===== config.mk =====
export PLATFORM = sky130hd
export DESIGN_NAME = jack_source_tokenizer_top_flat
export DESIGN_NICKNAME = d
export VERILOG_FILES = /design/src/hdl/jst_pkg.sv /design/src/hdl/jst_req_if.sv /design/src/hdl/jst_rsp_if.sv /design/src/hdl/jst_ram.sv /design/src/hdl/jst_ctrl.sv /design/src/hdl/jst_dp.sv /design/src/hdl/jack_source_tokenizer_top.sv /design/src/flat_wrapper.sv
export SDC_FILE = /design/constraint.sdc
export NUM_CORES = 1
export LEC_CHECK = 0
export BUFFER_PORTS_ARGS = -buffer_cell sky130_fd_sc_hd__buf_4
export CAP_MARGIN = 10
export CELL_PAD_IN_SITES_DETAIL_PLACEMENT = 0
export CELL_PAD_IN_SITES_GLOBAL_PLACEMENT = 1
export CORE_MARGIN = 1
export CORE_UTILIZATION = 53
export DETAILED_ROUTE_END_ITERATION = 12
export HOLD_SLACK_MARGIN = 0.05
export MAX_ROUTING_LAYER = met4
export PLACE_DENSITY_LB_ADDON = 0.1
export SLEW_MARGIN = 20
export SYNTH_ARGS = -nofsm -noshare
export SYNTH_HDL_FRONTEND = slang
export SYNTH_SLANG_ARGS = --single-unit

===== constraint.sdc =====
create_clock -name clock -period 23.5 [get_ports clock]
set_input_delay 4.7 -clock clock [delete_from_list [all_inputs] [get_ports clock]]
set_output_delay 4.7 -clock clock [all_outputs]
set_load 0.01 [all_outputs]

===== src/hdl/jst_pkg.sv =====
// Shared types, codes and character tables for the source tokenizer.
// Depends on nothing; jst_ctrl, jst_dp, the top and jst_checker import it.
`default_nettype none
package jst_pkg;

   localparam int KW_COUNT   = 21;
   localparam int KW_MAX_LEN = 11;

   localparam logic [2:0] KIND_KEYWORD  = 3'd0;
   localparam logic [2:0] KIND_SYMBOL   = 3'd1;
   localparam logic [2:0] KIND_IDENT    = 3'd2;
   localparam logic [2:0] KIND_INTEGER  = 3'd3;
   localparam logic [2:0] KIND_STR_CHAR = 3'd4;
   localparam logic [2:0] KIND_STR_END  = 3'd5;
   localparam logic [2:0] KIND_END      = 3'd6;
   localparam logic [2:0] KIND_ERROR    = 3'd7;

   localparam logic [2:0] ERR_NONE     = 3'd0;
   localparam logic [2:0] ERR_INVALID  = 3'd1;
   localparam logic [2:0] ERR_NL_STR   = 3'd2;
   localparam logic [2:0] ERR_UNCLOSED = 3'd3;
   localparam logic [2:0] ERR_LONG_ID  = 3'd4;
   localparam logic [2:0] ERR_OVERFLOW = 3'd5;

   localparam logic [7:0] CH_EQ    = 8'h3D;
   localparam logic [7:0] CH_US    = 8'h5F;
   localparam logic [7:0] CH_SLASH = 8'h2F;
   localparam logic [7:0] CH_STAR  = 8'h2A;
   localparam logic [7:0] CH_ZERO  = 8'h30;
   localparam logic [7:0] CH_NL    = 8'h0A;
   localparam logic [7:0] CH_QUOTE = 8'h22;
   localparam logic [7:0] CH_LT    = 8'h3C;
   localparam logic [7:0] CH_GT    = 8'h3E;

   localparam logic [14:0] INT_MAX  = 15'h7FFF;
   localparam logic [15:0] LINE_MAX = 16'hFFFF;

   typedef enum logic [3:0] {
      MODE_IDLE, MODE_SLASH, MODE_LINE, MODE_BLOCK, MODE_ANGLE,
      MODE_STRING, MODE_NUMBER, MODE_WORD, MODE_HALT
   } scan_mode_type;

   typedef enum logic [2:0] {
      ST_WAIT, ST_MODE, ST_RUN, ST_IDLE, ST_END
   } ctrl_state_type;

   typedef enum logic [2:0] {
      OP_NONE, OP_MODE, OP_IDLE, OP_RUN, OP_END
   } dp_op_type;

   typedef struct packed {
      dp_op_type op;
      logic      fire;
      logic      take;
   } dp_cmd_type;

   typedef struct packed {
      logic emit;
      logic slot_free;
      logic redispatch;
      logic start_run;
      logic run_done;
      logic is_end;
   } dp_status_type;

   function automatic logic is_digit(logic [7:0] c);
      return (c >= 8'h30) && (c <= 8'h39);
   endfunction

   function automatic logic is_alpha(logic [7:0] c);
      return ((c >= 8'h61) && (c <= 8'h7A)) || ((c >= 8'h41) && (c <= 8'h5A));
   endfunction

   function automatic logic is_space(logic [7:0] c);
      return (c == 8'h20) || ((c >= 8'h09) && (c <= 8'h0D));
   endfunction

   function automatic logic is_word_char(logic [7:0] c);
      return is_alpha(c) || is_digit(c) || (c == CH_US);
   endfunction

   function automatic logic is_symbol(logic [7:0] c);
      logic r;
      case (c)
         8'h7B, 8'h7D, 8'h28, 8'h29, 8'h5B, 8'h5D, 8'h2E, 8'h2C, 8'h3B, 8'h2B,
         8'h2D, 8'h2A, 8'h2F, 8'h26, 8'h7C, 8'h3C, 8'h3E, 8'h3D, 8'h7E: begin
            r = 1'b1;
         end
         default: begin
            r = 1'b0;
         end
      endcase
      return r;
   endfunction

   // true when the idle dispatch of c produces a result of its own
   function automatic logic idle_emits(logic [7:0] c);
      logic quiet;
      quiet = is_space(c) || (c == CH_SLASH) || (c == CH_LT) || (c == CH_GT) ||
              (c == CH_QUOTE) || is_word_char(c);
      return !quiet;
   endfunction

   function automatic logic [7:0] to_lower(logic [7:0] c);
      return ((c >= 8'h41) && (c <= 8'h5A)) ? c + 8'd32 : c;
   endfunction

   // keyword text, last character in the low byte
   function automatic logic [8*KW_MAX_LEN-1:0] kw_word(int k);
      logic [8*KW_MAX_LEN-1:0] w;
      case (k)
         0:       w = 88'("class");
         1:       w = 88'("method");
         2:       w = 88'("function");
         3:       w = 88'("constructor");
         4:       w = 88'("int");
         5:       w = 88'("boolean");
         6:       w = 88'("char");
         7:       w = 88'("void");
         8:       w = 88'("var");
         9:       w = 88'("static");
         10:      w = 88'("field");
         11:      w = 88'("let");
         12:      w = 88'("do");
         13:      w = 88'("if");
         14:      w = 88'("else");
         15:      w = 88'("while");
         16:      w = 88'("return");
         17:      w = 88'("true");
         18:      w = 88'("false");
         19:      w = 88'("null");
         default: w = 88'("this");
      endcase
      return w;
   endfunction

   function automatic int kw_len(int k);
      int n;
      case (k)
         0:       n = 5;
         1:       n = 6;
         2:       n = 8;
         3:       n = 11;
         4:       n = 3;
         5:       n = 7;
         6:       n = 4;
         7:       n = 4;
         8:       n = 3;
         9:       n = 6;
         10:      n = 5;
         11:      n = 3;
         12:      n = 2;
         13:      n = 2;
         14:      n = 4;
         15:      n = 5;
         16:      n = 6;
         17:      n = 4;
         18:      n = 5;
         19:      n = 4;
         default: n = 4;
      endcase
      return n;
   endfunction

   // character at position pos of keyword k, zero past its end
   function automatic logic [7:0] kw_char(int k, int pos);
      logic [8*KW_MAX_LEN-1:0] w;
      int                      n;
      w = kw_word(k);
      n = kw_len(k);
      if (pos < n) begin
         return w[8*(n-1-pos) +: 8];
      end
      return 8'd0;
   endfunction

endpackage
`default_nettype wire


===== src/hdl/jst_req_if.sv =====
// Source character channel: valid/ready plus command and byte.
// Depends on nothing.
`default_nettype none
interface jst_req_if;
   logic       valid;
   logic       ready;
   logic       command;
   logic [7:0] char_code;

   modport source (output valid, command, char_code, input ready);
   modport sink   (input valid, command, char_code, output ready);
endinterface
`default_nettype wire


===== src/hdl/jst_rsp_if.sv =====
// Token result channel: valid/ready plus the token fields.
// Depends on nothing.
`default_nettype none
interface jst_rsp_if;
   logic        valid;
   logic        ready;
   logic [2:0]  token_kind;
   logic [4:0]  keyword_index;
   logic [7:0]  symbol_char;
   logic        symbol_has_equals;
   logic [14:0] int_value;
   logic [7:0]  text_char;
   logic [15:0] token_line;
   logic [2:0]  error_code;
   logic        last;

   modport source (output valid, token_kind, keyword_index, symbol_char, symbol_has_equals,
                   int_value, text_char, token_line, error_code, last, input ready);
   modport sink   (input valid, token_kind, keyword_index, symbol_char, symbol_has_equals,
                   int_value, text_char, token_line, error_code, last, output ready);
endinterface
`default_nettype wire


===== src/hdl/jst_ram.sv =====
// Generic single-write, single-read RAM with registered read data.
// Depends on nothing.
`default_nettype none
module jst_ram #(
   parameter int WIDTH = 8,
   parameter int DEPTH = 16
) (
   input  wire logic                     clock,
   input  wire logic                     we,
   input  wire logic [$clog2(DEPTH)-1:0] waddr,
   input  wire logic [WIDTH-1:0]         wdata,
   input  wire logic [$clog2(DEPTH)-1:0] raddr,
   output      logic [WIDTH-1:0]         rdata
);
   logic [WIDTH-1:0] mem [DEPTH];

   always_ff @(posedge clock) begin
      if (we) begin
         mem[waddr] <= wdata;
      end
      rdata <= mem[raddr];
   end
endmodule
`default_nettype wire


===== src/hdl/jst_ctrl.sv =====
// Sequencer for the tokenizer: steps each accepted character through
// mode handling, identifier runs, idle dispatch and end. Uses jst_pkg.
`default_nettype none
module jst_ctrl import jst_pkg::*; (
   input  wire logic          clock,
   input  wire logic          reset,
   input  wire logic          req_valid,
   output      logic          req_ready,
   input  wire dp_status_type status,
   output      dp_cmd_type    cmd
);
   ctrl_state_type state_ff, state_in;
   logic           fire;

   assign fire = !status.emit || status.slot_free;

   always_ff @(posedge clock) begin
      if (reset) begin
         state_ff <= ST_WAIT;
      end else begin
         state_ff <= state_in;
      end
   end

   always_comb begin
      state_in = state_ff;
      case (state_ff)
         ST_WAIT: begin
            if (req_valid) begin
               state_in = ST_MODE;
            end
         end
         ST_MODE: begin
            if (fire) begin
               if (status.start_run) begin
                  state_in = ST_RUN;
               end else if (status.redispatch) begin
                  state_in = ST_IDLE;
               end else if (status.is_end) begin
                  state_in = ST_END;
               end else begin
                  state_in = ST_WAIT;
               end
            end
         end
         ST_RUN: begin
            if (fire && status.run_done) begin
               state_in = status.is_end ? ST_END : ST_IDLE;
            end
         end
         ST_IDLE, ST_END: begin
            if (fire) begin
               state_in = ST_WAIT;
            end
         end
         default: begin
            state_in = ST_WAIT;
         end
      endcase
   end

   always_comb begin
      req_ready = 1'b0;
      cmd.op    = OP_NONE;
      cmd.fire  = 1'b0;
      cmd.take  = 1'b0;
      case (state_ff)
         ST_WAIT: begin
            req_ready = 1'b1;
            cmd.take  = req_valid;
         end
         ST_MODE: begin
            cmd.op   = OP_MODE;
            cmd.fire = fire;
         end
         ST_RUN: begin
            cmd.op   = OP_RUN;
            cmd.fire = fire;
         end
         ST_IDLE: begin
            cmd.op   = OP_IDLE;
            cmd.fire = fire;
         end
         ST_END: begin
            cmd.op   = OP_END;
            cmd.fire = fire;
         end
         default: begin
            cmd.op = OP_NONE;
         end
      endcase
   end
endmodule
`default_nettype wire


===== src/hdl/jst_dp.sv =====
// Tokenizer datapath: scan state, word buffer, keyword filter, number
// accumulator, line counter and the result register. Uses jst_pkg, jst_ram.
`default_nettype none
module jst_dp import jst_pkg::*; #(
   parameter int MAX_WORD = 16
) (
   input  wire logic          clock,
   input  wire logic          reset,
   input  wire dp_cmd_type    cmd,
   output      dp_status_type status,
   input  wire logic          req_command,
   input  wire logic [7:0]    req_char_code,
   input  wire logic          rsp_ready,
   output      logic          rsp_valid,
   output      logic [2:0]    rsp_token_kind,
   output      logic [4:0]    rsp_keyword_index,
   output      logic [7:0]    rsp_symbol_char,
   output      logic          rsp_symbol_has_equals,
   output      logic [14:0]   rsp_int_value,
   output      logic [7:0]    rsp_text_char,
   output      logic [15:0]   rsp_token_line,
   output      logic [2:0]    rsp_error_code,
   output      logic          rsp_last
);
   localparam int AW = $clog2(MAX_WORD);
   localparam int LW = $clog2(MAX_WORD + 1);

   // latched input item
   logic          end_ff;
   logic [7:0]    char_ff;

   scan_mode_type mode_ff, mode_in;
   logic          star_ff, star_in;
   logic [7:0]    pend_ff, pend_in;
   logic [LW-1:0] len_ff, len_in;
   logic [14:0]   acc_ff, acc_in;
   logic [15:0]   line_ff, line_in;
   logic [15:0]   start_ff, start_in;
   logic [KW_COUNT-1:0] mask_ff, mask_in;
   logic [AW-1:0] run_idx_ff, run_idx_in;

   logic          valid_ff, valid_in;
   logic [2:0]    kind_ff, kind_in;
   logic [4:0]    kw_ff, kw_in;
   logic [7:0]    sym_ff, sym_in;
   logic          eq_ff, eq_in;
   logic [14:0]   iv_ff, iv_in;
   logic [7:0]    text_ff, text_in;
   logic [15:0]   tline_ff, tline_in;
   logic [2:0]    err_ff, err_in;
   logic          last_ff, last_in;

   logic          ram_we;
   logic [AW-1:0] ram_waddr;
   logic [7:0]    ram_rdata;

   logic [7:0]          lc;
   logic [KW_COUNT-1:0] mask_first, mask_next;
   logic                kw_found;
   logic [4:0]          kw_idx;
   logic [18:0]         num_next;
   logic [15:0]         line_bump;
   logic                slot_free;
   logic                do_idle;
   logic                emit;
   logic                redispatch;
   logic                start_run;
   logic                run_done;

   assign lc        = to_lower(char_ff);
   assign slot_free = !valid_ff || rsp_ready;
   assign num_next  = 19'(acc_ff) * 19'd10 + 19'(char_ff - CH_ZERO);
   assign line_bump = (line_ff != LINE_MAX) ? line_ff + 16'd1 : line_ff;
   assign run_done  = (LW'(run_idx_ff) + LW'(1)) == len_ff;

   always_comb begin
      mask_first = '0;
      mask_next  = '0;
      for (int k = 0; k < KW_COUNT; k++) begin
         mask_first[k] = kw_char(k, 0) == lc;
         mask_next[k]  = kw_char(k, int'(len_ff)) == lc;
      end
   end

   always_comb begin
      kw_found = 1'b0;
      kw_idx   = '0;
      for (int k = KW_COUNT - 1; k >= 0; k--) begin
         if (mask_ff[k] && (int'(len_ff) == kw_len(k))) begin
            kw_found = 1'b1;
            kw_idx   = 5'(k);
         end
      end
   end

   always_comb begin
      mode_in    = mode_ff;
      star_in    = star_ff;
      pend_in    = pend_ff;
      len_in     = len_ff;
      acc_in     = acc_ff;
      line_in    = line_ff;
      start_in   = start_ff;
      mask_in    = mask_ff;
      run_idx_in = run_idx_ff;
      ram_we     = 1'b0;
      ram_waddr  = len_ff[AW-1:0];
      emit       = 1'b0;
      redispatch = 1'b0;
      start_run  = 1'b0;
      do_idle    = 1'b0;
      kind_in    = KIND_SYMBOL;
      kw_in      = '0;
      sym_in     = '0;
      eq_in      = 1'b0;
      iv_in      = '0;
      text_in    = '0;
      tline_in   = start_ff;
      err_in     = ERR_NONE;
      last_in    = 1'b1;

      case (cmd.op)
         OP_MODE: begin
            if (end_ff) begin
               last_in = 1'b0;
               case (mode_ff)
                  MODE_SLASH: begin
                     emit   = 1'b1;
                     sym_in = CH_SLASH;
                  end
                  MODE_ANGLE: begin
                     emit   = 1'b1;
                     sym_in = pend_ff;
                  end
                  MODE_NUMBER: begin
                     emit    = 1'b1;
                     kind_in = KIND_INTEGER;
                     iv_in   = acc_ff;
                  end
                  MODE_WORD: begin
                     if (kw_found) begin
                        emit    = 1'b1;
                        kind_in = KIND_KEYWORD;
                        kw_in   = kw_idx;
                     end else begin
                        start_run  = 1'b1;
                        run_idx_in = '0;
                     end
                  end
                  MODE_STRING: begin
                     emit    = 1'b1;
                     kind_in = KIND_ERROR;
                     err_in  = ERR_UNCLOSED;
                  end
                  default: begin
                     emit = 1'b0;
                  end
               endcase
            end else begin
               case (mode_ff)
                  MODE_IDLE: begin
                     do_idle = 1'b1;
                  end
                  MODE_SLASH: begin
                     if (char_ff == CH_SLASH) begin
                        mode_in = MODE_LINE;
                     end else if (char_ff == CH_STAR) begin
                        mode_in = MODE_BLOCK;
                        star_in = 1'b0;
                     end else begin
                        emit       = 1'b1;
                        sym_in     = CH_SLASH;
                        mode_in    = MODE_IDLE;
                        redispatch = 1'b1;
                     end
                  end
                  MODE_LINE: begin
                     if (char_ff == CH_NL) begin
                        line_in = line_bump;
                        mode_in = MODE_IDLE;
                     end
                  end
                  MODE_BLOCK: begin
                     if (char_ff == CH_NL) begin
                        line_in = line_bump;
                     end
                     if (star_ff && (char_ff == CH_SLASH)) begin
                        mode_in = MODE_IDLE;
                        star_in = 1'b0;
                     end else begin
                        star_in = char_ff == CH_STAR;
                     end
                  end
                  MODE_ANGLE: begin
                     emit    = 1'b1;
                     sym_in  = pend_ff;
                     mode_in = MODE_IDLE;
                     if (char_ff == CH_EQ) begin
                        eq_in = 1'b1;
                     end else begin
                        redispatch = 1'b1;
                     end
                  end
                  MODE_STRING: begin
                     emit = 1'b1;
                     if (char_ff == CH_NL) begin
                        kind_in  = KIND_ERROR;
                        err_in   = ERR_NL_STR;
                        tline_in = line_ff;
                        mode_in  = MODE_HALT;
                     end else if (char_ff == CH_QUOTE) begin
                        kind_in = KIND_STR_END;
                        mode_in = MODE_IDLE;
                     end else begin
                        kind_in = KIND_STR_CHAR;
                        text_in = char_ff;
                     end
                  end
                  MODE_NUMBER: begin
                     if (is_digit(char_ff)) begin
                        if (num_next > 19'(INT_MAX)) begin
                           emit     = 1'b1;
                           kind_in  = KIND_ERROR;
                           err_in   = ERR_OVERFLOW;
                           iv_in    = INT_MAX;
                           tline_in = line_ff;
                           mode_in  = MODE_HALT;
                        end else begin
                           acc_in = num_next[14:0];
                        end
                     end else begin
                        emit       = 1'b1;
                        kind_in    = KIND_INTEGER;
                        iv_in      = acc_ff;
                        mode_in    = MODE_IDLE;
                        redispatch = 1'b1;
                     end
                  end
                  MODE_WORD: begin
                     if (is_word_char(char_ff)) begin
                        if (len_ff >= LW'(MAX_WORD)) begin
                           emit     = 1'b1;
                           kind_in  = KIND_ERROR;
                           err_in   = ERR_LONG_ID;
                           tline_in = line_ff;
                           mode_in  = MODE_HALT;
                        end else begin
                           ram_we  = 1'b1;
                           len_in  = len_ff + LW'(1);
                           mask_in = mask_ff & mask_next;
                        end
                     end else begin
                        mode_in    = MODE_IDLE;
                        redispatch = 1'b1;
                        if (kw_found) begin
                           emit    = 1'b1;
                           kind_in = KIND_KEYWORD;
                           kw_in   = kw_idx;
                        end else begin
                           start_run  = 1'b1;
                           run_idx_in = '0;
                        end
                     end
                  end
                  default: begin
                     emit = 1'b0;
                  end
               endcase
               if (redispatch) begin
                  last_in = !idle_emits(char_ff);
               end
            end
         end
         OP_IDLE: begin
            do_idle = 1'b1;
         end
         OP_RUN: begin
            emit    = 1'b1;
            kind_in = KIND_IDENT;
            text_in = ram_rdata;
            last_in = run_done && !end_ff && !idle_emits(char_ff);
            if (cmd.fire && !run_done) begin
               run_idx_in = run_idx_ff + AW'(1);
            end
         end
         OP_END: begin
            emit     = 1'b1;
            kind_in  = KIND_END;
            tline_in = line_ff;
            mode_in  = MODE_IDLE;
            star_in  = 1'b0;
            pend_in  = '0;
            len_in   = '0;
            acc_in   = '0;
            line_in  = 16'd1;
            start_in = 16'd1;
         end
         default: begin
            emit = 1'b0;
         end
      endcase

      if (do_idle) begin
         last_in  = 1'b1;
         tline_in = line_ff;
         if (char_ff == CH_NL) begin
            line_in = line_bump;
         end else if (is_space(char_ff)) begin
            line_in = line_ff;
         end else if (char_ff == CH_SLASH) begin
            mode_in  = MODE_SLASH;
            start_in = line_ff;
         end else if ((char_ff == CH_LT) || (char_ff == CH_GT)) begin
            mode_in  = MODE_ANGLE;
            pend_in  = char_ff;
            start_in = line_ff;
         end else if (is_symbol(char_ff)) begin
            emit   = 1'b1;
            sym_in = char_ff;
         end else if (char_ff == CH_QUOTE) begin
            mode_in  = MODE_STRING;
            start_in = line_ff;
         end else if (is_digit(char_ff)) begin
            mode_in  = MODE_NUMBER;
            acc_in   = 15'(char_ff - CH_ZERO);
            start_in = line_ff;
         end else if (is_alpha(char_ff) || (char_ff == CH_US)) begin
            mode_in   = MODE_WORD;
            ram_we    = 1'b1;
            ram_waddr = '0;
            len_in    = LW'(1);
            mask_in   = mask_first;
            start_in  = line_ff;
         end else begin
            emit    = 1'b1;
            kind_in = KIND_ERROR;
            err_in  = ERR_INVALID;
            mode_in = MODE_HALT;
         end
      end
   end

   jst_ram #(
      .WIDTH (8),
      .DEPTH (MAX_WORD)
   ) u_word_ram (
      .clock (clock),
      .we    (ram_we && cmd.fire),
      .waddr (ram_waddr),
      .wdata (char_ff),
      .raddr (run_idx_in),
      .rdata (ram_rdata)
   );

   always_comb begin
      if (cmd.fire && emit) begin
         valid_in = 1'b1;
      end else if (rsp_ready) begin
         valid_in = 1'b0;
      end else begin
         valid_in = valid_ff;
      end
   end

   always_ff @(posedge clock) begin
      if (reset) begin
         valid_ff   <= 1'b0;
         mode_ff    <= MODE_IDLE;
         star_ff    <= 1'b0;
         pend_ff    <= '0;
         len_ff     <= '0;
         acc_ff     <= '0;
         line_ff    <= 16'd1;
         start_ff   <= 16'd1;
         mask_ff    <= '0;
         run_idx_ff <= '0;
      end else begin
         valid_ff <= valid_in;
         if (cmd.fire) begin
            mode_ff  <= mode_in;
            star_ff  <= star_in;
            pend_ff  <= pend_in;
            len_ff   <= len_in;
            acc_ff   <= acc_in;
            line_ff  <= line_in;
            start_ff <= start_in;
            mask_ff  <= mask_in;
         end
         run_idx_ff <= run_idx_in;
      end
   end

   always_ff @(posedge clock) begin
      if (cmd.take) begin
         end_ff  <= req_command;
         char_ff <= req_char_code;
      end
      if (cmd.fire && emit) begin
         kind_ff  <= kind_in;
         kw_ff    <= kw_in;
         sym_ff   <= sym_in;
         eq_ff    <= eq_in;
         iv_ff    <= iv_in;
         text_ff  <= text_in;
         tline_ff <= tline_in;
         err_ff   <= err_in;
         last_ff  <= last_in;
      end
   end

   assign status.emit       = emit;
   assign status.slot_free  = slot_free;
   assign status.redispatch = redispatch;
   assign status.start_run  = start_run;
   assign status.run_done   = run_done;
   assign status.is_end     = end_ff;

   assign rsp_valid             = valid_ff;
   assign rsp_token_kind        = kind_ff;
   assign rsp_keyword_index     = kw_ff;
   assign rsp_symbol_char       = sym_ff;
   assign rsp_symbol_has_equals = eq_ff;
   assign rsp_int_value         = iv_ff;
   assign rsp_text_char         = text_ff;
   assign rsp_token_line        = tline_ff;
   assign rsp_error_code        = err_ff;
   assign rsp_last              = last_ff;
endmodule
`default_nettype wire


===== src/hdl/jack_source_tokenizer_top.sv =====
// Top level of the source tokenizer: joins sequencer and datapath.
// Uses jst_pkg, jst_req_if, jst_rsp_if, jst_ctrl, jst_dp.
//
//   channel   direction  handshake     payload
//   req_chan  in         valid/ready   command, char_code
//   rsp_chan  out        valid/ready   token fields, last
//
// A character is accepted, then handled in the mode step; one that ends a
// pending token is dispatched again in an idle step, and an end command
// adds an end step. An identifier that is no keyword is then read from the
// word RAM, one a cycle unless stalled. The result register stalls the
// sequencer while it holds an untaken result. Reset is synchronous.
`default_nettype none
module jack_source_tokenizer_top import jst_pkg::*; #(
   parameter int MAX_WORD = 16
) (
   input wire logic clock,
   input wire logic reset,
   jst_req_if.sink  req_chan,
   jst_rsp_if.source rsp_chan
);
   dp_cmd_type    cmd;
   dp_status_type status;

   jst_ctrl u_ctrl (
      .clock     (clock),
      .reset     (reset),
      .req_valid (req_chan.valid),
      .req_ready (req_chan.ready),
      .status    (status),
      .cmd       (cmd)
   );

   jst_dp #(
      .MAX_WORD (MAX_WORD)
   ) u_dp (
      .clock                 (clock),
      .reset                 (reset),
      .cmd                   (cmd),
      .status                (status),
      .req_command           (req_chan.command),
      .req_char_code         (req_chan.char_code),
      .rsp_ready             (rsp_chan.ready),
      .rsp_valid             (rsp_chan.valid),
      .rsp_token_kind        (rsp_chan.token_kind),
      .rsp_keyword_index     (rsp_chan.keyword_index),
      .rsp_symbol_char       (rsp_chan.symbol_char),
      .rsp_symbol_has_equals (rsp_chan.symbol_has_equals),
      .rsp_int_value         (rsp_chan.int_value),
      .rsp_text_char         (rsp_chan.text_char),
      .rsp_token_line        (rsp_chan.token_line),
      .rsp_error_code        (rsp_chan.error_code),
      .rsp_last              (rsp_chan.last)
   );
endmodule
`default_nettype wire


===== src/flat_wrapper.sv =====
// flat-port wrapper written by rule: the top's interface ports become plain ports
module jack_source_tokenizer_top_flat import jst_pkg::*;
#(
   parameter int MAX_WORD = 16
)
  (clock, reset, req_chan_valid, req_chan_command, req_chan_char_code, req_chan_ready, rsp_chan_valid, rsp_chan_token_kind, rsp_chan_keyword_index, rsp_chan_symbol_char, rsp_chan_symbol_has_equals, rsp_chan_int_value, rsp_chan_text_char, rsp_chan_token_line, rsp_chan_error_code, rsp_chan_last, rsp_chan_ready);
  jst_req_if req_chan_i ();
  jst_rsp_if rsp_chan_i ();
  input wire logic clock;
  input wire logic reset;
  input wire logic [$bits(req_chan_i.valid)-1:0] req_chan_valid;
  input wire logic [$bits(req_chan_i.command)-1:0] req_chan_command;
  input wire logic [$bits(req_chan_i.char_code)-1:0] req_chan_char_code;
  output wire logic [$bits(req_chan_i.ready)-1:0] req_chan_ready;
  output wire logic [$bits(rsp_chan_i.valid)-1:0] rsp_chan_valid;
  output wire logic [$bits(rsp_chan_i.token_kind)-1:0] rsp_chan_token_kind;
  output wire logic [$bits(rsp_chan_i.keyword_index)-1:0] rsp_chan_keyword_index;
  output wire logic [$bits(rsp_chan_i.symbol_char)-1:0] rsp_chan_symbol_char;
  output wire logic [$bits(rsp_chan_i.symbol_has_equals)-1:0] rsp_chan_symbol_has_equals;
  output wire logic [$bits(rsp_chan_i.int_value)-1:0] rsp_chan_int_value;
  output wire logic [$bits(rsp_chan_i.text_char)-1:0] rsp_chan_text_char;
  output wire logic [$bits(rsp_chan_i.token_line)-1:0] rsp_chan_token_line;
  output wire logic [$bits(rsp_chan_i.error_code)-1:0] rsp_chan_error_code;
  output wire logic [$bits(rsp_chan_i.last)-1:0] rsp_chan_last;
  input wire logic [$bits(rsp_chan_i.ready)-1:0] rsp_chan_ready;
  assign req_chan_i.valid = req_chan_valid;
  assign req_chan_i.command = req_chan_command;
  assign req_chan_i.char_code = req_chan_char_code;
  assign req_chan_ready = req_chan_i.ready;
  assign rsp_chan_valid = rsp_chan_i.valid;
  assign rsp_chan_token_kind = rsp_chan_i.token_kind;
  assign rsp_chan_keyword_index = rsp_chan_i.keyword_index;
  assign rsp_chan_symbol_char = rsp_chan_i.symbol_char;
  assign rsp_chan_symbol_has_equals = rsp_chan_i.symbol_has_equals;
  assign rsp_chan_int_value = rsp_chan_i.int_value;
  assign rsp_chan_text_char = rsp_chan_i.text_char;
  assign rsp_chan_token_line = rsp_chan_i.token_line;
  assign rsp_chan_error_code = rsp_chan_i.error_code;
  assign rsp_chan_last = rsp_chan_i.last;
  assign rsp_chan_i.ready = rsp_chan_ready;
  jack_source_tokenizer_top #(.MAX_WORD(MAX_WORD)) u_core (.clock(clock), .reset(reset), .req_chan(req_chan_i), .rsp_chan(rsp_chan_i));
endmodule

# Yosys cells after proc, flatten, opt, wreduce, memory -nomap -nowiden

Memories as Yosys holds them, arrays and structs flattened. A register that Yosys moved wholly into a read port is not among the register bits.
Index checks and enable logic that the tools add are counted.

$add $sub $neg: 16
Multipliers: 1
Order comparisons: 18
Eq/ne operators: 92
Shifts and indexed selects: 21
Muxes and demuxes: 354
Bitwise gates (word level): 3
Reductions and logical operators: 64

Operator list:

| operator                | count |
|---|---|
| $shiftx 88x9->8 const A | 21 |
| $mux 8                  | 61 |
| $mux 16                 | 24 |
| $mux 21                 | 14 |
| $mux 15                 | 17 |
| $mux 5                  | 39 |
| $eq 8x8->1              | 21 |
| $mux 4                  | 33 |
| $eq 8x6->1 const B      | 15 |
| $eq 7x8->1 const A      | 14 |
| $mux 3                  | 37 |
| $mux 1                  | 97 |
| $pmux 16 s2             | 2 |
| $eq 8x7->1 const B      | 7 |
| $pmux 16 s3             | 1 |
| $pmux 8 s2              | 3 |
| $pmux 3 s3              | 4 |
| $logic_and 1x1->1       | 32 |
| $pmux 15 s2             | 1 |
| $pmux 4 s7              | 1 |
| $pmux 3 s4              | 2 |
| $sub 3x5->6 const A     | 4 |
| $and 21x21->21          | 1 |
| $eq 5x4->1 const B      | 4 |
| other kinds (55)        | 114 |

Register bits: 163
Bits in writable memories: 128
Input bits: 13
Output and inout bits: 62
Logic and storage cells: 592
Memories kept: 1

Memory list:

| memory                     | words | width | rd ports | clocked after memory_dff | write ports | RTL line      | RTL |
|---|---|---|---|---|---|---|---|
| u_core.u_dp.u_word_ram.mem | 16    | 8     | 1        | 1                        | 1           | jst_ram.sv:15 | `logic [WIDTH-1:0] mem [DEPTH];` |

# Depth between registers and ports, before layout

Gate-level depths: netlist of the first run.

Word-level depth: 43
Gate-level depth with buffers: 25
Depth with buffers taken out: 23

# Hierarchy

Synthesis of the first run repeated with hierarchy kept, for this count alone.

Cell total of the unflattened synthesis: 1,948
Area total of the unflattened synthesis: 18,871.8 sq um

By module, submodules not included:

| module   | instances | cells each | area each (sq um) | seq. area each (sq um) |
|---|---|---|---|---|
| jst_dp   | 1         | 1,683      | 13,437.9          | 3,893.7 |
| jst_ram  | 1         | 229        | 5,147.4           | 4,003.8 |
| jst_ctrl | 1         | 36         | 286.5             | 60.1 |

# Least setup slack after synthesis of the first run

No wires, ideal clock.

Path type: input port to flip-flop
Start: input port rsp_chan_ready
End: register u_core.u_dp.err_ff[0] (netlist: u_core.u_dp.rsp_error_code[0]) (enable)
Setup time: 0.478 ns
Data arrival time: 8.358 ns
Required time: 23.022 ns
Setup slack: 14.663 ns
Stages: 8
Path buffers: 2
Cells stage by stage: nand2b_1 o211ai_1 a31oi_1 o31ai_2 or2_1 buf_6 buf_2 nor2_1

Longest elaborated chain between the ends: 4

Ends and longest elaborated chain:

| element                | RTL line           | RTL |
|---|---|---|
| start: declaration     | flat_wrapper.sv:25 | `input wire logic [$bits(rsp_chan_i.ready)-1:0] rsp_chan_ready;` |
| $logic_or 1x1->1       | jst_dp.sv:71       | `assign slot_free = !valid_ff \|\| rsp_ready;` |
| $logic_or 1x1->1       | jst_ctrl.sv:15     | `assign fire = !status.emit \|\| status.slot_free;` |
| $mux 1                 | jst_ctrl.sv:67     | `case (state_ff)` |
| $logic_and 1x1->1      | jst_dp.sv:398      | `if (cmd.fire && emit) begin` |
| end signal: assignment | jst_dp.sv:406      | `err_ff <= err_in;` |
| end: declaration       | jst_dp.sv:50       | `logic [2:0] err_ff, err_in;` |

Every way passes these cells.
A chain may end at the register's enable or synchronous reset.

# Worst setup path after layout of the first run

Start: input port rsp_chan_ready
End: register u_core.u_dp.text_ff[4] (netlist: u_core.u_dp.rsp_text_char[4]) (enable)

Longest elaborated chain between the ends: 4

Ends and longest elaborated chain:

| element                | RTL line       | RTL |
|---|---|---|
| $logic_or 1x1->1       | jst_dp.sv:71   |  |
| $logic_or 1x1->1       | jst_ctrl.sv:15 |  |
| $mux 1                 | jst_ctrl.sv:67 |  |
| $logic_and 1x1->1      | jst_dp.sv:398  |  |
| end signal: assignment | jst_dp.sv:404  | `text_ff <= text_in;` |
| end: declaration       | jst_dp.sv:48   | `logic [7:0] text_ff, text_in;` |

Every way passes these cells.

==> results of run 1 <==
metal layers:
layer  part of all wire  up-vias  global-route usage
li1                   -     7853                   -
met5                  0        -                   -
met2               0.45      754               0.486
met3              0.083       90              0.0424
met4              0.020        0              0.0781
met1               0.45     8183               0.462
metrics by stage:
step	total power [W]	std cells	hold WS, ns	utilization	instance area (µm²)
after floorplan	0.00115	2081	0.444	-	19000
after global placement	0.00136	2506	0.460	0.568	19800
after detailed placement	0.00137	2507	0.462	0.568	19800
after CTS	0.00188	2564	0.471	0.598	20900
after global routing	0.00197	2564	0.497	0.598	20900
final	0.00188	2565	0.470	0.598	20900
power breakdown:
group	total (W)	leakage [nW]	internal (W)	switching [W]
Combinational	0.000693	4.38	0.000233	0.000460
Sequential	0.000686	2.62	0.000645	0.0000409
Clock	0.000504	0.503	0.000288	0.000216
logic make-up (layout without fill, tap and decap cells):
logic type,count (synthesis),in the layout,synth area share
AND/OR/NAND/NOR,725,725,0.185
AO/OA/AOI/OAI,636,636,0.223
flip-flops,299,299,0.420
buffers and inverters,179,207,0.0378
multiplexers,95,95,0.0510
XOR/XNOR,75,75,0.0351
adder cells (fa/ha/maj),72,72,0.0482
other,0,1,0
critical path, delay by kind of cell:
kind,cells,cell delay [ns]
and+or+nand+nor,3,1.16
buffers and inverters,2,0.62
AOI/OAI and AO/OA,3,0.56
final cells by class:
| class | instances | area [µm²] | area share |
|---|---|---|---|
| antenna | 1 | 2.50 | 0.000120 |
| timing repair buffer | 113 | 848 | 0.0407 |
| inverter | 37 | 139 | 0.00666 |
| tap | 455 | 569 | 0.0273 |
| multi-input combinational | 1603 | 10300 | 0.494 |
| sequential | 299 | 7960 | 0.381 |
| clock inverter | 17 | 206 | 0.00990 |
| clock buffer | 40 | 840 | 0.0402 |
cells in the mapped netlist, types with 27 or more instances:
master and count:
nor3_1 49, dfxtp_1 102, a211oi_1 27, a21oi_1 185, edfxtp_1 197, nand3_1 79
mux2i_1 83, o211ai_1 27, o21ai_0 107, inv_1 32, ha_1 69, nor2_1 172
a22oi_1 61, nand2_1 226, clkbuf_1 102, xnor2_1 62
sequential cells by signal, summed over array words and instances (netlist names), 15 cells and up:
register and count:
u_core.u_dp.acc_ff 15, u_core.u_dp.line_ff 16, u_core.u_dp.mask_ff 21, u_core.u_dp.rsp_int_value 15, u_core.u_dp.rsp_token_line 16, u_core.u_dp.start_ff 16, u_core.u_dp.u_word_ram.mem 128
worst paths after layout:
kind | endpoint | slack [ns] | cells after the start
min reg2reg | u_core.u_dp.pend_ff[7] | 0.47 | 1
min | u_core.u_dp.pend_ff[7] | 0.47 | 1
max reg2reg | u_core.u_dp.rsp_text_char[4] | 16.86 | 23
max | u_core.u_dp.rsp_text_char[4] | 16.65 | 8
==> summary.txt, run 1 <==
STA
  – Final hold violation count: 0
  – Slew Viols, Final: 0
  – Relative slew slack: 0.256
  – Final worst-path cycle share: 0.291
  – Worst-Margin Slew: 1.11 ns
  – Unrepaired setup endpoints after global routing: false
  – Fin Setup TNS: 0 ns
  – Setup-failing EPs final: 0
  – Setup WS post-layout: 16.65 ns
  – Crit path time final: 6.85 ns
  – Max Fclk: 146 MHz
  – Worst clock skew: 0.0164 ns

Worst setup path
  – CP Launch Point: rsp_chan_ready
  – Cell Chain, Critical Path: buf_4 -> nand2b_1 -> o211ai_1 -> a31oi_1 -> o31ai_2 -> or2_1 -> nor2_4 -> buf_4
  – Critical Path End Type: flip-flop
  – Critical path's slowest cell: nor2_4
  – Max incr delay on CP: 0.64 ns
  – CP max FO: 35
  – Most used cell along the critical path: buf_4
  – Worst Setup Start Kind: primary input
  – Worst endpoint required time: 23.73 ns
  – CP arrival: 7.08 ns
  – Critical path class: primary input to flip-flop
  – FF-to-FF Start: u_core.u_dp.acc_ff[1]

Power and ir drop
  – Power Density: 90.3 nW/µm²
  – Lkg Pwr: 7.50 nW
  – Maximum VDD drop: 0.0815 mV

Synth
  – Top-area cell type share of the netlist area: 0.312
  – Sequential share of the synthesized area: 0.420
  – Cell area after synthesis: 19000 µm²
  – Post-synth cell types: 95
  – Area contributors post-synth: edfxtp_1, dfxtp_1, a21oi_1, ha_1, nand2_1
  – Post-Syn Nets: 2165
  – Syn Area/Cell: 9.11 µm²
  – Yosys reg bits: 299
  – Post-synth EDFFs: 197
  – Yosys top cell by area: edfxtp_1
  – Syn. warnings: 0
  – Ys flop type: edfxtp_1
  – Synth Instances: 2081
  – FFs w/ async S/R, synth: 0

Outcome
  – Outcome: completed

Finish
  – Layout cells sized above 1: 0.102
  – Final #Nets: 2169
  – Commonest non-fill, non-tap cell in the layout: nand2_1
  – Area grow syn2layout: 10.1%
  – Fill cells: 3079
  – Most frequent cells in the layout: nand2_1, edfxtp_1, a21oi_1

Die
  – Initial Utilization: 0.543
  – # IOs: 75
  – Die Height: 191 µm
  – Chip width: 191 µm
  – Die area: 36500 µm²
  – Row count: 68
  – Placeable Area: 34900 µm²

Min path
  – Hold_sp: u_core.u_dp.pend_ff[7]
  – HP Class: flip-flop to flip-flop

Global route
  – GRT Total Usage: 0.324
  – Vias in the first global route: 15549
  – Overflow after GRT: 0
  – Largest net degree at the start of global routing: 81
  – First-pass GRT wire length: 90000 µm
  – Initial antenna violation count: 0

CTS
  – Post-CTS Setup Inserts: 0
  – Cts repair resizes: 0
  – TritonCTS Buffers: 31
  – Clk sink count: 299
  – Hold bufs inserted after CTS: 0
  – Clk Latency, worst-skew pair: 0.60 ns
  – H-tree depth: 1
  – CTS tree: done
  – Worst-path clk slew: 0.06 ns
  – CTS Buffer Depth: 3
  – Root Buffer: clkbuf_16

Detailed routing
  – Drt first pass iters: 6
  – Iter 0 DRT Violations: 2201
  – Final WL: 58200 µm
  – Drt wl/cell: 22.7 µm
  – DR DRC count: 0
  – Vias: 16880
  – Vias per cell: 6.58
  – DRT antenna net count: 0

Run
  – Max-Cap Viols: 0

Placement
  – Placement Setup Slack: 16.03 ns
  – Port bufs: 74
  – GPL Wtd Cong: 0.949
  – Detail Placement HPWL: 39300 µm
No activity file was read; power rests on OpenSTA's default activity.
==> inputs of run 2 (changes only) <==
- CORE_UTILIZATION: 53 -> 49
- clock period: 23.5 -> 7.2 ns (I/O delays scaled with it)
==> run 2 against run 1 <==
  * Sequential power rose to 3.3 times the previous value
  * Non-clock buffer count up 7
  * Critical endpoint is now u_core.u_dp.acc_ff[14]
  * Wire length up 2.7%
  * Sequential cell count unchanged
  * Count of clock-buffer cells in the layout unchanged
  * Largest cell class unchanged
  * Hold slack better by 0.0014 ns
  * Die area up 8.1%
==> summary.txt, run 2 (synthesis results as in run 1) <==
Outcome
  – Outcome: completed

Worst setup path
  – CP Launch Point: u_core.u_dp.acc_ff[2]
  – Cell Chain, Critical Path: ha_1 -> ha_1 -> a21o_1 -> a21oi_1 -> o21bai_1 -> a21oi_1 -> o21bai_1 -> nand2_1 -> a21oi_1 -> o41ai_1 -> mux2i_1 -> nand2_1 -> ha_1 -> nand2_1 -> o21ba_2 -> a21boi_0 -> mux2i_1 -> a211o_1 -> xnor2_2 -> o21a_1 -> or2_1 -> buf_4 -> a21oi_1 -> a221oi_1
  – R2R cell count: 24 (+4.3%)
  – Worst endpoint required time: 7.66 ns (-16.07 ns)
  – CP arrival: 6.79 ns (-0.29 ns)
  – Critical path's slowest cell: or2_1
  – FF-to-FF Start: u_core.u_dp.acc_ff[2]
  – Critical path class: flip-flop to flip-flop
  – Flop2flop setup slack: 0.87 ns (-15.99 ns)
  – Critical Path End Type: flip-flop
  – CP max FO: 20 (-43%)
  – Max incr delay on CP: 0.64 ns (about the same)
  – Capture point of the worst reg-to-reg path: u_core.u_dp.acc_ff[14]
  – Worst Setup Start Kind: flip-flop
  – Most used cell along the critical path: a21oi_1

Global route
  – Overflow after GRT: 0 (unchanged)
  – First-pass GRT wire length: 92100 µm (+2.3%)
  – Initial antenna violation count: 1 (+1)
  – GRT Total Usage: 0.312 (-0.0116)
  – Largest net degree at the start of global routing: 81 (unchanged)
  – Vias in the first global route: 15614 (+0.42%)

CTS
  – Post-CTS Setup Inserts: 0 (unchanged)
  – Worst-path clk slew: 0.07 ns (about the same)
  – H-tree depth: 2 (+1)
  – CTS Buffer Depth: 3 (unchanged)
  – Root Buffer: clkbuf_16
  – TritonCTS Buffers: 34 (+9.7%)
  – Hold bufs inserted after CTS: 0 (unchanged)
  – Clk Latency, worst-skew pair: 0.56 ns (-0.04 ns)
  – Cts repair resizes: 0 (unchanged)
  – CTS tree: done
  – Clk sink count: 299 (unchanged)

STA
  – Slew Viols, Final: 0 (unchanged)
  – Worst clock skew: 0.0218 ns (+0.00543 ns)
  – Setup-failing EPs final: 0 (unchanged)
  – Crit path time final: 6.33 ns
  – Worst-Margin Slew: 0.976 ns (-0.135 ns)
  – Relative slew slack: 0.349 (+0.0930)
  – Fin Setup TNS: 0 ns (unchanged)
  – Unrepaired setup endpoints after global routing: false
  – Max Fclk: 158 MHz
  – Final hold violation count: 0 (unchanged)
  – Final worst-path cycle share: 0.879

Finish
  – Max FFs per register: 128 (unchanged)
  – Area grow syn2layout: 11.5%
  – Fin util: 0.558 (-0.0396)
  – Diode count: 0 (-1)
  – Commonest non-fill, non-tap cell in the layout: nand2_1
  – Largest registers: u_core.u_dp.u_word_ram.mem (128), u_core.u_dp.mask_ff (21)
  – Most frequent cells in the layout: nand2_1, edfxtp_1, a21oi_1
  – Fin area: 21100 µm² (+1.3%)
  – Reg with most FFs: u_core.u_dp.u_word_ram.mem
  – Layout cells sized above 1: 0.108 (+0.00602)
  – Final #Nets: 2179 (+0.46%)
  – Post-Layout Cell Count: 2632 (+2.6%)

Placement
  – Placement Cell Area: 19900 µm² (+0.60%)
  – Detail Placement HPWL: 41000 µm (+4.4%)
  – GPL Wtd Cong: 0.979 (+3.2%)
  – Port bufs: 74 (unchanged)
  – Placed cell count: 2569 (+2.5%)

Die
  – # IOs: 75 (unchanged)
  – Placeable Area: 37800 µm² (+8.5%)
  – Initial Utilization: 0.501 (-0.0425)
  – Chip width: 199 µm (+4.0%)
  – Die Height: 199 µm (+4.0%)
  – Die area: 39500 µm² (+8.1%)
  – Row count: 71 (+4.4%)

Detailed routing
  – Drt wl/cell: 22.7 µm (about the same)
  – Vias per cell: 6.42 (-2.4%)
  – DRT antenna net count: 0 (unchanged)
  – Final WL: 59800 µm (+2.7%)
  – Drt first pass iters: 6 (unchanged)
  – Vias: 16899 (+0.11%)
  – DR DRC count: 0 (unchanged)
  – Iter 0 DRT Violations: 1507 (-32%)

Min path
  – Worst hold path depth: 1 (unchanged)
  – HP Class: flip-flop to flip-flop
  – Hold_sp: u_core.u_dp.pend_ff[6]
  – Hold Path End: u_core.u_dp.pend_ff[6]

Power and ir drop
  – Maximum VDD drop: 0.187 mV (+130%)
  – Power Density: 302 nW/µm² (+230%)
  – Lkg Pwr: 7.61 nW (+1.5%)
  – Total chip power: 0.00638 W (+240%)

Run
  – Max-Cap Viols: 0 (unchanged)
## run 2: changes by cell type in the layout (fill, tap and decap cells not counted), moves of 4 or more
cell | before | now
clkinv_1 | 5 | 10
buf_4 | 113 | 119
clkinv_4 | 5 | 1
clkbuf_16 | 31 | 37
inv_6 | 0 | 5
clkbuf_1 | 6 | 0
## run 2: critical path: cells and delay by family (launching register included)
kind | cells | cell delay [ns]
fa+ha+maj | 3 | 0.98
compound gates | 13 | 2.74
buf+inv | 1 | 0.39
mux | 2 | 0.35
simple gates | 4 | 0.90
flops | 1 | 0.42
xor+xnor | 1 | 0.43
## run 2: final cells by class
type | instances | area (µm²)
Sequential cell | 299 | 7960
Tap cell | 511 | 639
Timing Repair Buffer | 120 | 908
Inverter | 37 | 139
Fill cell | 3486 | 16700
Clock buffer | 40 | 967
Multi-Input combinational cell | 1603 | 10300
Clock inverter | 22 | 220
## run 2: layer usage
layer  share of wire  GRT usage  vias to the layer above
met2            0.43      0.454                      726
met3           0.088     0.0690                      107
met1            0.46      0.434                     8177
li1                -          -                     7889
met4           0.024     0.0892                        0
met5               0          -                        -
## run 2: worst max-delay path by stage
| stage | cells past startpoint | endpoint |
|---|---|---|
| after floorplan | 24 | u_core.u_dp.rsp_error_code[0] |
| after global placement | 24 | u_core.u_dp.acc_ff[14] |
| after detailed placement | 24 | u_core.u_dp.acc_ff[14] |
| after CTS | 24 | u_core.u_dp.acc_ff[14] |
| after global routing | 23 | u_core.u_dp.acc_ff[14] |
| final | 24 | u_core.u_dp.acc_ff[14] |
## run 2: power breakdown
part / switching [W] / internal (W)
combinational: 0.00155 / 0.000772
sequential: 0.000136 / 0.00210
clock: 0.000764 / 0.00105
## run 2: metrics by stage
step,hold slack [ns],worst slack (ns)
after global routing,0.495,0.482
final,0.472,0.871
after detailed placement,0.463,0.965
after CTS,0.472,0.912
after floorplan,0.444,0.622
after global placement,0.459,1.11
==> inputs of run 3 (changes only) <==
- clock period: 7.2 -> 6.94 ns (I/O delays scaled with it)
==> run 3 against run 2 <==
  * Sequential share of layout area increased by 0.17 points
  * Critical endpoint is now u_core.u_dp.rsp_token_line[9]
  * Critical path type unchanged
  * Via count grew 0.47%
  * Setup slack worse by 0.065 ns
  * Count of clock-buffer cells in the layout unchanged
==> summary.txt, run 3 (synthesis results as in run 1) <==
Outcome
  – Outcome: completed

Power and ir drop
  – Reg power frac: 0.360 (+0.009)
  – Comb power frac: 0.366 (+0.003)
  – Clock Power Share: 0.273 (-0.012)
  – Lkg Pwr: 7.58 nW (-0.47%)
  – Sw Pwr: 0.00251 W (+2.6%)
  – Sw Share: 0.386 (+0.00256)
  – Maximum VDD drop: 0.153 mV (-18%)
  – P_int: 0.00399 W (+1.5%)
  – Power Density: 309 nW/µm² (+2.3%)

Finish
  – Area grow syn2layout: 11.0%
  – Max FFs per register: 128 (unchanged)
  – Fin util: 0.556 (-0.00245)
  – Layout cells sized above 1: 0.107 (-0.00109)
  – Reg with most FFs: u_core.u_dp.u_word_ram.mem
  – Commonest non-fill, non-tap cell in the layout: nand2_1
  – Diode count: 0 (unchanged)
  – Most frequent cells in the layout: nand2_1, edfxtp_1, a21oi_1
  – Largest registers: u_core.u_dp.u_word_ram.mem (128), u_core.u_dp.mask_ff (21)
  – Final #Nets: 2182 (+0.14%)

STA
  – Relative slew slack: 0.271 (-0.0777)
  – Setup-failing EPs final: 0 (unchanged)
  – Final worst-path cycle share: 0.884 (+0.00488)
  – Worst-Margin Slew: 1.09 ns (+0.116 ns)
  – Slew Viols, Final: 0 (unchanged)
  – Worst clock skew: 0.0225 ns (+0.000657 ns)
  – Fin Setup TNS: 0 ns (unchanged)
  – Final hold violation count: 0 (unchanged)
  – Crit path time final: 6.13 ns (-0.195 ns)
  – Hold slack final: 0.471 ns (-0.000802 ns)
  – Unrepaired setup endpoints after global routing: false
  – Max Fclk: 163 MHz (+3.2%)

Die
  – Die area: 39500 µm² (unchanged)
  – # IOs: 75 (unchanged)
  – Initial Utilization: 0.501 (unchanged)
  – Chip width: 199 µm (unchanged)
  – Placeable Area: 37800 µm² (unchanged)
  – Die Height: 199 µm (unchanged)
  – Row count: 71 (unchanged)

Worst setup path
  – Worst endpoint required time: 7.24 ns (-0.42 ns)
  – Worst Setup Start Kind: flip-flop
  – CP max FO: 11 (-45%)
  – CP arrival: 6.44 ns (-0.35 ns)
  – FF-to-FF Start: u_core.u_dp.acc_ff[2]
  – CP Launch Point: u_core.u_dp.acc_ff[2]
  – Critical Path End Type: flip-flop
  – Critical path class: flip-flop to flip-flop

Detailed routing
  – DR DRC count: 0 (unchanged)
  – Drt first pass iters: 6 (unchanged)
  – Final WL: 59500 µm (-0.48%)
  – Drt wl/cell: 22.6 µm (-0.60%)
  – Iter 0 DRT Violations: 1704 (+13%)
  – DRT antenna net count: 0 (unchanged)
  – Vias: 16978 (+0.47%)
  – Vias per cell: 6.44 (+0.35%)

CTS
  – Hold bufs inserted after CTS: 0 (unchanged)
  – Clk Latency, worst-skew pair: 0.56 ns (about the same)
  – H-tree depth: 2 (unchanged)
  – CTS Buffer Depth: 3 (unchanged)
  – Worst-path clk slew: 0.06 ns (about the same)
  – TritonCTS Buffers: 34 (unchanged)
  – Clk sink count: 299 (unchanged)
  – Root Buffer: clkbuf_16
  – Post-CTS Setup Inserts: 0 (unchanged)
  – Cts repair resizes: 0 (unchanged)
  – CTS tree: done

Global route
  – GRT Total Usage: 0.310 (-0.00176)
  – Largest net degree at the start of global routing: 81 (unchanged)
  – Initial antenna violation count: 2 (+1)
  – First-pass GRT wire length: 91800 µm (-0.31%)
  – Vias in the first global route: 15617 (+0.019%)
  – Overflow after GRT: 0 (unchanged)

Run
  – Max-Cap Viols: 0 (unchanged)

Min path
  – Hold_sp: u_core.u_dp.pend_ff[7]
  – HP Class: flip-flop to flip-flop

Placement
  – GPL Wtd Cong: 0.933 (-4.8%)
  – Port bufs: 74 (unchanged)
  – Detail Placement HPWL: 40500 µm (-1.3%)
==> run 3: metal layers <==
metal	vias to the layer above	wire, µm	global-route usage
met4	0	1180	0.0795
met5	-	0	-
met2	738	26100	0.457
met3	89	5050	0.0527
met1	8266	27200	0.441
li1	7885	-	-
==> run 3: layout make-up <==
cell class / count / area, µm²
Tap cell: 511 / 639
Inverter: 37 / 139
Clock inverter: 22 / 213
Multi-Input combinational cell: 1603 / 10300
Clock buffer: 40 / 873
Fill cell: 3436 / 16800
Timing Repair Buffer: 123 / 923
Sequential cell: 299 / 7960
==> run 3: path summary, 6_finish.rpt <==
kind	endpoint	slack [ns]	depth (start not counted)
hold / removal	u_core.u_dp.pend_ff[7]	0.47	1
hold reg to reg	u_core.u_dp.pend_ff[7]	0.47	1
setup reg to reg	u_core.u_dp.rsp_token_line[9]	0.81	24
setup / recovery	u_core.u_dp.rsp_token_line[9]	0.81	24
==> run 3: power groups by stage <==
stage / sequential [W] / combinational (W) / clock (W)
6_report: 0.00234 / 0.00238 / 0.00177
3_3_place_gp: 0.00237 / 0.00233 / 0
2_1_floorplan: 0.00237 / 0.00151 / 0
3_5_place_dp: 0.00237 / 0.00234 / 0
4_1_cts: 0.00234 / 0.00235 / 0.00180
5_1_grt: 0.00236 / 0.00256 / 0.00187
==> run 3: per-stage QoR <==
stage	total power (W)	instance area (µm²)	std cells	setup slack, ns
6_report	0.00650	21000	2635	0.806
4_1_cts	0.00649	21000	2635	0.892
5_1_grt	0.00680	21000	2635	0.346
3_5_place_dp	0.00472	20000	2573	0.896
2_1_floorplan	0.00388	19000	2081	0.362
3_3_place_gp	0.00470	20000	2573	0.988
==> run 3: critical path: stages (launching register included) <==
cell and delay (ns):
dfxtp_1 0.35, ha_1 0.35, ha_1 0.31, a21o_1 0.16, a21oi_1 0.21, o21bai_1 0.09, a21oi_1 0.24, o21bai_1 0.13
nand2_1 0.08, a21oi_1 0.08, o41ai_1 0.51, mux2i_1 0.24, nand2_1 0.07, ha_1 0.36, nand2_1 0.11, o21ba_2 0.15
a21boi_0 0.18, mux2i_1 0.10, a211o_1 0.31, xnor2_2 0.49, o21ai_0 0.16, buf_4 0.21, o21ai_0 0.20, a21o_1 0.40
mux2_2 0.39
